--- src/rtl/core/kps_pkg.sv ---
// Keypad scanner package: scan phase codes, event codes, register indexes,
// the configuration bundle and the key character table.
// No dependencies.
package kps_pkg;

  localparam int unsigned ColW    = 4;
  localparam int unsigned RowW    = 4;
  localparam int unsigned WaitW   = 16;
  localparam int unsigned MinHoldW = 24;
  localparam int unsigned CharW   = 8;
  localparam int unsigned CfgAddrW = 2;
  localparam int unsigned CfgDataW = 24;

  // Configuration register indexes
  localparam logic [CfgAddrW-1:0] CfgSettle  = 2'd0;
  localparam logic [CfgAddrW-1:0] CfgConfirm = 2'd1;
  localparam logic [CfgAddrW-1:0] CfgRow     = 2'd2;
  localparam logic [CfgAddrW-1:0] CfgMinHold = 2'd3;

  localparam logic [WaitW-1:0]    SettleRst  = 16'd2;
  localparam logic [WaitW-1:0]    ConfirmRst = 16'd1000;
  localparam logic [WaitW-1:0]    RowRst     = 16'd1000;
  localparam logic [MinHoldW-1:0] MinHoldRst = 24'd100000;

  typedef enum logic [3:0] {
    PhSettle  = 4'b0001,
    PhConfirm = 4'b0010,
    PhRow     = 4'b0100,
    PhHold    = 4'b1000
  } phase_e;

  typedef enum logic [1:0] {
    EvNone  = 2'd0,
    EvKey   = 2'd1,
    EvShort = 2'd2,
    EvEmpty = 2'd3
  } event_e;

  typedef struct packed {
    logic [WaitW-1:0]    settle_ticks;
    logic [WaitW-1:0]    confirm_ticks;
    logic [WaitW-1:0]    row_ticks;
    logic [MinHoldW-1:0] min_hold_ticks;
  } cfg_t;

  typedef struct packed {
    logic [RowW-1:0]  row_drive;
    event_e           key_event;
    logic [CharW-1:0] key_char;
  } result_t;

  // Key characters indexed by row and column
  function automatic logic [CharW-1:0] key_char_lookup(input logic [1:0] row,
                                                       input logic [1:0] col);
    logic [CharW-1:0] ch;
    case ({row, col})
      4'h0: ch = "D";
      4'h1: ch = "#";
      4'h2: ch = "0";
      4'h3: ch = "*";
      4'h4: ch = "C";
      4'h5: ch = "9";
      4'h6: ch = "8";
      4'h7: ch = "7";
      4'h8: ch = "B";
      4'h9: ch = "6";
      4'hA: ch = "5";
      4'hB: ch = "4";
      4'hC: ch = "A";
      4'hD: ch = "1";
      4'hE: ch = "2";
      4'hF: ch = "3";
      default: ch = '0;
    endcase
    return ch;
  endfunction

endpackage

--- src/rtl/core/matrix_keypad_scanner.sv ---
// Top level of the 4x4 keypad scanner: stream ports, configuration registers,
// input and result registers around kps_core. Depends on kps_pkg, kps_core.
//
// One input transaction is one timer tick carrying the sampled active-low
// column levels; each tick yields exactly one result transaction with the row
// drive levels for that tick, an event code and, for an accepted key, its
// character. The block takes one tick per clock while nothing stalls: a tick
// is registered, passed through the combinational scan sequencer logic and
// lands in the result register, so throughput is one transaction per cycle.
// Input stalls only while the result register is full and not taken.
// Configuration writes take effect at once and are meant for idle periods.
// Hold timing counts HOLD_BITS bits and saturates.
module matrix_keypad_scanner #(
  parameter int unsigned HOLD_BITS = 24
) (
  input  logic                          clk_i,
  input  logic                          rst_ni,
  // input ticks
  input  logic                          s_axis_tvalid_i,
  output logic                          s_axis_tready_o,
  input  logic [7:0]                    s_axis_tdata_i,  // [3:0] column_levels
  // results
  output logic                          m_axis_tvalid_o,
  input  logic                          m_axis_tready_i,
  output logic [15:0]                   m_axis_tdata_o,  // [3:0] row_drive, [11:4] key_char
  output logic [1:0]                    m_axis_tuser_o,  // [1:0] key_event
  // configuration writes
  input  logic                          cfg_we_i,
  input  logic [kps_pkg::CfgAddrW-1:0]  cfg_addr_i,
  input  logic [kps_pkg::CfgDataW-1:0]  cfg_wdata_i
);

  kps_pkg::cfg_t                cfg_q;
  logic                         in_valid_q;
  logic [kps_pkg::ColW-1:0]     cols_q;
  logic                         out_valid_q;
  kps_pkg::result_t             res_q;
  kps_pkg::result_t             res_d;
  logic                         advance;

  assign advance         = in_valid_q && (!out_valid_q || m_axis_tready_i);
  assign s_axis_tready_o = !in_valid_q || advance;

  always_ff @(posedge clk_i or negedge rst_ni) begin
    if (!rst_ni) begin
      cfg_q.settle_ticks   <= kps_pkg::SettleRst;
      cfg_q.confirm_ticks  <= kps_pkg::ConfirmRst;
      cfg_q.row_ticks      <= kps_pkg::RowRst;
      cfg_q.min_hold_ticks <= kps_pkg::MinHoldRst;
    end else if (cfg_we_i) begin
      case (cfg_addr_i)
        kps_pkg::CfgSettle:  cfg_q.settle_ticks  <= cfg_wdata_i[kps_pkg::WaitW-1:0];
        kps_pkg::CfgConfirm: cfg_q.confirm_ticks <= cfg_wdata_i[kps_pkg::WaitW-1:0];
        kps_pkg::CfgRow:     cfg_q.row_ticks     <= cfg_wdata_i[kps_pkg::WaitW-1:0];
        kps_pkg::CfgMinHold: cfg_q.min_hold_ticks <= cfg_wdata_i[kps_pkg::MinHoldW-1:0];
        default: ;
      endcase
    end
  end

  // Input register
  always_ff @(posedge clk_i or negedge rst_ni) begin
    if (!rst_ni) begin
      in_valid_q <= 1'b0;
    end else if (s_axis_tready_o) begin
      in_valid_q <= s_axis_tvalid_i;
    end
  end

  always_ff @(posedge clk_i) begin
    if (s_axis_tvalid_i && s_axis_tready_o) begin
      cols_q <= s_axis_tdata_i[kps_pkg::ColW-1:0];
    end
  end

  kps_core #(
    .HOLD_BITS (HOLD_BITS)
  ) u_core (
    .clk_i  (clk_i),
    .rst_ni (rst_ni),
    .step_i (advance),
    .cols_i (cols_q),
    .cfg_i  (cfg_q),
    .res_o  (res_d)
  );

  // Result register: load on advance, drop once taken
  always_ff @(posedge clk_i or negedge rst_ni) begin
    if (!rst_ni) begin
      out_valid_q <= 1'b0;
    end else if (advance) begin
      out_valid_q <= 1'b1;
    end else if (m_axis_tready_i) begin
      out_valid_q <= 1'b0;
    end
  end

  always_ff @(posedge clk_i) begin
    if (advance) begin
      res_q <= res_d;
    end
  end

  assign m_axis_tvalid_o = out_valid_q;
  assign m_axis_tdata_o  = {4'b0000, res_q.key_char, res_q.row_drive};
  assign m_axis_tuser_o  = res_q.key_event;

endmodule

--- src/rtl/core/kps_core.sv ---
// Keypad scanner sequencer: scan state registers and the per-tick next-state
// and result logic. Depends on kps_pkg.
module kps_core #(
  parameter int unsigned HOLD_BITS = 24
) (
  input  logic                      clk_i,
  input  logic                      rst_ni,
  input  logic                      step_i,
  input  logic [kps_pkg::ColW-1:0]  cols_i,
  input  kps_pkg::cfg_t             cfg_i,
  output kps_pkg::result_t          res_o
);

  localparam int unsigned CmpW = (HOLD_BITS > kps_pkg::MinHoldW) ? HOLD_BITS
                                                                   : kps_pkg::MinHoldW;

  kps_pkg::phase_e               phase_q, phase_d;
  logic [kps_pkg::WaitW-1:0]     wait_q, wait_d;
  logic [1:0]                    row_q, row_d;
  logic [1:0]                    col_q, col_d;
  logic [HOLD_BITS-1:0]          hold_q, hold_d;

  logic                          any_low;
  logic [1:0]                    low_col;
  logic [kps_pkg::RowW-1:0]      sel_drive;
  logic [kps_pkg::WaitW-1:0]     wait_inc;
  logic [CmpW-1:0]               hold_ext;
  logic [CmpW-1:0]               min_ext;

  assign any_low   = (cols_i != '1);
  assign sel_drive = ~(kps_pkg::RowW'(1) << row_q);
  assign wait_inc  = wait_q + kps_pkg::WaitW'(1);
  assign hold_ext  = CmpW'(hold_q);
  assign min_ext   = CmpW'(cfg_i.min_hold_ticks);

  // Lowest pressed column
  always_comb begin
    if (!cols_i[0]) begin
      low_col = 2'd0;
    end else if (!cols_i[1]) begin
      low_col = 2'd1;
    end else if (!cols_i[2]) begin
      low_col = 2'd2;
    end else begin
      low_col = 2'd3;
    end
  end

  always_comb begin
    phase_d = phase_q;
    wait_d  = wait_q;
    row_d   = row_q;
    col_d   = col_q;
    hold_d  = hold_q;
    res_o.row_drive = '0;
    res_o.key_event = kps_pkg::EvNone;
    res_o.key_char  = '0;

    case (phase_q)
      kps_pkg::PhConfirm: begin
        if (wait_q < cfg_i.confirm_ticks) begin
          wait_d = wait_inc;
        end else if (any_low) begin
          phase_d = kps_pkg::PhRow;
          row_d   = '0;
          wait_d  = '0;
        end else begin
          res_o.key_event = kps_pkg::EvEmpty;
          phase_d = kps_pkg::PhSettle;
          wait_d  = '0;
        end
      end
      kps_pkg::PhRow: begin
        res_o.row_drive = sel_drive;
        if (wait_q < cfg_i.row_ticks) begin
          wait_d = wait_inc;
        end else if (any_low) begin
          col_d   = low_col;
          hold_d  = '0;
          phase_d = kps_pkg::PhHold;
        end else if (row_q == 2'd3) begin
          res_o.key_event = kps_pkg::EvEmpty;
          phase_d = kps_pkg::PhSettle;
          wait_d  = '0;
        end else begin
          row_d  = row_q + 2'd1;
          wait_d = '0;
        end
      end
      kps_pkg::PhHold: begin
        res_o.row_drive = sel_drive;
        if (!cols_i[col_q]) begin
          // saturate at all ones
          if (hold_q != '1) begin
            hold_d = hold_q + HOLD_BITS'(1);
          end
        end else begin
          if (hold_ext < min_ext) begin
            res_o.key_event = kps_pkg::EvShort;
          end else begin
            res_o.key_event = kps_pkg::EvKey;
            res_o.key_char  = kps_pkg::key_char_lookup(row_q, col_q);
          end
          phase_d = kps_pkg::PhSettle;
          wait_d  = '0;
        end
      end
      default: begin
        phase_d = kps_pkg::PhSettle;
        if (wait_q < cfg_i.settle_ticks) begin
          wait_d = wait_inc;
        end else if (any_low) begin
          phase_d = kps_pkg::PhConfirm;
          wait_d  = '0;
        end else begin
          res_o.key_event = kps_pkg::EvEmpty;
          wait_d = '0;
        end
      end
    endcase
  end

  always_ff @(posedge clk_i or negedge rst_ni) begin
    if (!rst_ni) begin
      phase_q <= kps_pkg::PhSettle;
      wait_q  <= '0;
      row_q   <= '0;
      col_q   <= '0;
      hold_q  <= '0;
    end else if (step_i) begin
      phase_q <= phase_d;
      wait_q  <= wait_d;
      row_q   <= row_d;
      col_q   <= col_d;
      hold_q  <= hold_d;
    end
  end

endmodule
--- config.mk ---
export PLATFORM = sky130hd
export DESIGN_NAME = matrix_keypad_scanner
export DESIGN_NICKNAME = d
export VERILOG_FILES = /design/src/rtl/core/kps_pkg.sv /design/src/rtl/core/matrix_keypad_scanner.sv /design/src/rtl/core/kps_core.sv
export SDC_FILE = /design/constraint.sdc
export NUM_CORES = 1
export LEC_CHECK = 0
export BUFFER_PORTS_ARGS = -buffer_cell sky130_fd_sc_hd__clkbuf_2
export CAP_MARGIN = 10
export CORE_ASPECT_RATIO = 1.75
export CORE_MARGIN = 5
export CORE_UTILIZATION = 35
export CTS_CLUSTER_DIAMETER = 30
export DETAILED_ROUTE_END_ITERATION = 7
export PLACE_DENSITY = 0.54
export SLEW_MARGIN = 20
export SYNTH_ARGS = -nofsm -noshare
export SYNTH_HDL_FRONTEND = slang
export SYNTH_SLANG_ARGS = --single-unit
--- constraint.sdc ---
create_clock -name clk_i -period 5.7 [get_ports clk_i]
set_input_delay 0.57 -clock clk_i [delete_from_list [all_inputs] [get_ports clk_i]]
set_output_delay 0.57 -clock clk_i [all_outputs]
set_load 0.02 [all_outputs]
==> flow_summary_export.csv <==
group,metric,value,unit
synthesis,ys_seq_area_share,44.44,%
global_routing,grt_use_met2,29.20,%
critical_path,arrival,4.03,ns
run,cap_violations,0,
placed_design,gp_congestion,0.7977,
sta,period_share,64.97,%
power_and_ir_drop,p_sw_share,27.86,%
sta,fin_setup_tns,0,ns
cells_and_area,area_growth,14.63,%
detailed_routing,drc_errors,0,
critical_path,cp-start-kind,"register",
cells_and_area,regArea,3588,um^2
cts,cts-root-buf,"clkbuf_16",
detailed_routing,drtPass1Iterations,4,
global_routing,grt_busiest_layer,"met2",
power_and_ir_drop,intPower,2.111,mW
global_routing,grt_overflow,0,
floorplanning,rows,73,
synthesis,synthCells,783,
critical_path,path_cells,"ha_1 -> nand4_1 -> inv_1 -> a221oi_1 -> nand2_1 -> a31oi_1 -> nand2b_1 -> o31ai_1",
floorplanning,start_util,35.51,%
sta,setup_violations,0,
global_routing,use_met1,15.89,%
synthesis,synth_edf_count,17,
power_and_ir_drop,switchingPower,815.3,uW
sta,fmaxAchievable,0.2700,GHz
cells_and_area,instances_no_fill,1151,
cts,clock_sinks,139,
global_routing,grt_pass1_vias,6034,
cells_and_area,nFillCells,2248,
cells_and_area,diodes,0,
power_and_ir_drop,clkPwrFrac,39.4,%
power_and_ir_drop,combPwrFrac,17.8,%
cts,cts_resized,0,
detailed_routing,postRouteAntennaNets,0,
cts,cts.htree.levels,4,
floorplanning,die_h,210.9,um
critical_path,r2r_setup_slack,2.00,ns
cells_and_area,multi_input_area,4073,um^2
hold_path,hp-start,"s_axis_tdata_i[2]",
power_and_ir_drop,ir_drop,0.0001961,V
synthesis,yosysWarnings,0,
synthesis,synth-seq-cells,139,
cts,cts_buffer_depth,2,
hold_path,hp-class,"primary input to register",
global_routing,grt_pass1_wl,31130,um
critical_path,crit_slowest_cell,"a31oi_1",
synthesis,ys_async_sr_fraction,87.77,%
power_and_ir_drop,p_leak,4.339,nW
critical_path,critPathRequiredTime,6.03,ns
sta,drv_slew,0,
status,status,"finished, final reports clean",
critical_path,cp-startpoint,"u_core.wait_q[14]",
critical_path,cp_num_buf_inv,1,
global_routing,grt_util_all_layers,14.85,%
floorplanning,die_x,124.8,um
critical_path,crit_family,"compound AO/OA/AOI/OAI gates",
synthesis,synth.distinct_cells,64,
critical_path,worst-path-max-fanout,12,
cts,cts_tree,"yes",
sta,fin_crit,3.703,ns
cts,clk_pin_slew_worst_paths,0.06,ns
placed_design,dp_hpwl,14010,um
cells_and_area,mostFrequentLayoutCell,"dfrtp_1",
floorplanning,core-area,22740,um^2
critical_path,endpoint_kind,"register",
floorplanning,ios,59,
detailed_routing,wl_per_cell,16.23,um
synthesis,syn_avg_cell_area,10.31,um^2
placed_design,io_buffers,49,
placed_design,dp_cells,1117,
floorplanning,fp.dieArea,26330,um^2
power_and_ir_drop,seqPwrFrac,42.8,%
critical_path,r2r_start,"u_core.wait_q[14]",
global_routing,met3_usage,2.379,%
sta,rsz0062_at_grt,"false",
cells_and_area,layout_common_cells,"dfrtp_1 (102), inv_1 (83), ha_1 (79)",
sta,skew,0.01070,ns
sta,final_hold_viol_count,0,
sta,max_slew_margin,25.88,%
detailed_routing,vias_per_cell,5.056,
cts,clk_latency,0.42,ns
synthesis,synth_top_flop_cell,"dfrtp_1",
critical_path,cp_slowest_stage_delay,0.88,ns
power_and_ir_drop,powerDensity,316.1,nW/um^2
cts,cts_made_buffers,17,
global_routing,antenna_found_initial,0,
cells_and_area,drive_above_1_share,21.50,%
cts,cts_hold_buf,1,
global_routing,grt_max_degree,63,
cts,post-cts-setup-buffers,0,
detailed_routing,routed_wl,18690,um
sta,worst_pin_slew,1.107,ns
critical_path,crit_type,"register to register",
detailed_routing,via_count,5819,
cells_and_area,final_nets,956,
synthesis,synth.cell_area,8075,um^2
detailed_routing,drt_iter0_markers,190,
Yosys cell counts, types with 6 or more instances:
| library cell | n | share of area (%) |
|---|---|---|
| a22o_1 | 11 | 1.2 |
| buf_4 | 6 | 0.56 |
| a21o_1 | 9 | 0.84 |
| nor2b_1 | 13 | 1.0 |
| ha_1 | 79 | 12 |
| nand2_1 | 64 | 3.0 |
| o31ai_1 | 9 | 0.84 |
| edfxtp_1 | 17 | 6.3 |
| mux2i_1 | 6 | 0.74 |
| clkbuf_1 | 11 | 0.51 |
| nand4_1 | 18 | 1.4 |
| a211oi_1 | 7 | 0.65 |
| o21ai_0 | 70 | 4.3 |
| and3_1 | 13 | 1.0 |
| nor3_1 | 7 | 0.43 |
| nand3_1 | 16 | 0.99 |
| a21oi_1 | 30 | 1.9 |
| dfstp_2 | 20 | 6.5 |
| dfrtp_1 | 102 | 32 |
| nand2b_1 | 12 | 0.93 |
| mux2_2 | 59 | 8.2 |
| inv_1 | 83 | 3.9 |
| a31oi_1 | 8 | 0.62 |
| nor2_1 | 42 | 2.0 |
logic make-up (layout without fill, tap and decap cells):
logic type                 Yosys count  count (layout)  synth area share, %
and+or+nand+nor                    213             213                13.64
AOI/OAI and AO/OA                  178             178                14.91
buffers and inverters              106             170                5.376
adders and majority gates           79              79                12.24
other                                1               5              0.04644
xor gates and xnor gates             1               1               0.1085
DFF                                139             139                44.44
muxes                               66              66                9.250
power groups by stage:
stage / combinational (mW) / clock [mW] / sequential [mW]
after floorplan: 0.380 / 0 / 1.24
after global placement: 0.514 / 0 / 1.27
after detailed placement: 0.527 / 0 / 1.27
after CTS: 0.532 / 1.18 / 1.25
after global routing: 0.598 / 1.22 / 1.27
final: 0.520 / 1.15 / 1.25
final timing paths:
kind                                      to  depth (start not counted)
max                        u_core.wait_q[11]                          8
min                                cols_q[2]                          1
max reg2reg                u_core.wait_q[11]                          8
min reg2reg                        cfg_q[40]                          1
max in group asynchronous          cfg_q[59]                          3
min in group asynchronous          cfg_q[66]                          2
state kept, by name, indices dropped and copies added (netlist names):
register	count
in_valid_q	1
m_axis_tdata_o	11
u_core.wait_q	16
cfg_q	72
u_core.row_q	2
m_axis_tuser_o	2
cols_q	4
u_core.col_q	2
u_core.hold_ext	24
u_core.phase_q	4
m_axis_tvalid_o	1
final cells by class:
class                   count  share of cell area [%]
multi-input cells         542                   44.00
repair buffers             55                   3.271
flip-flops and latches    139                   38.77
inverters                  83                   3.366
clock inverters            14                   1.906
clock buffers              18                   4.636
well taps                 300                   4.055
per-layer routing:
metal,vias up,share of wire [%]
met4,0,1.8
met3,18,2.1
li1,2904,-
met5,-,0
met1,2829,39
met2,68,57
per-stage QoR:
stage | power, mW | hold slack [ns] | worst slack [ns] | util, % | cell area [um^2]
6_report | 2.926 | 0.3275 | 1.997 | 40.70 | 9256
5_1_grt | 3.090 | 0.3085 | 1.830 | 40.70 | 9256
4_1_cts | 2.968 | 0.3035 | 1.976 | 40.63 | 9241
3_5_place_dp | 1.798 | 0.4184 | 1.997 | 37.93 | 8626
3_3_place_gp | 1.781 | 0.4156 | 2.069 | 37.93 | 8626
2_1_floorplan | 1.620 | 0.2744 | 3.280 | - | 8090
(Power assumes the default switching activity.)
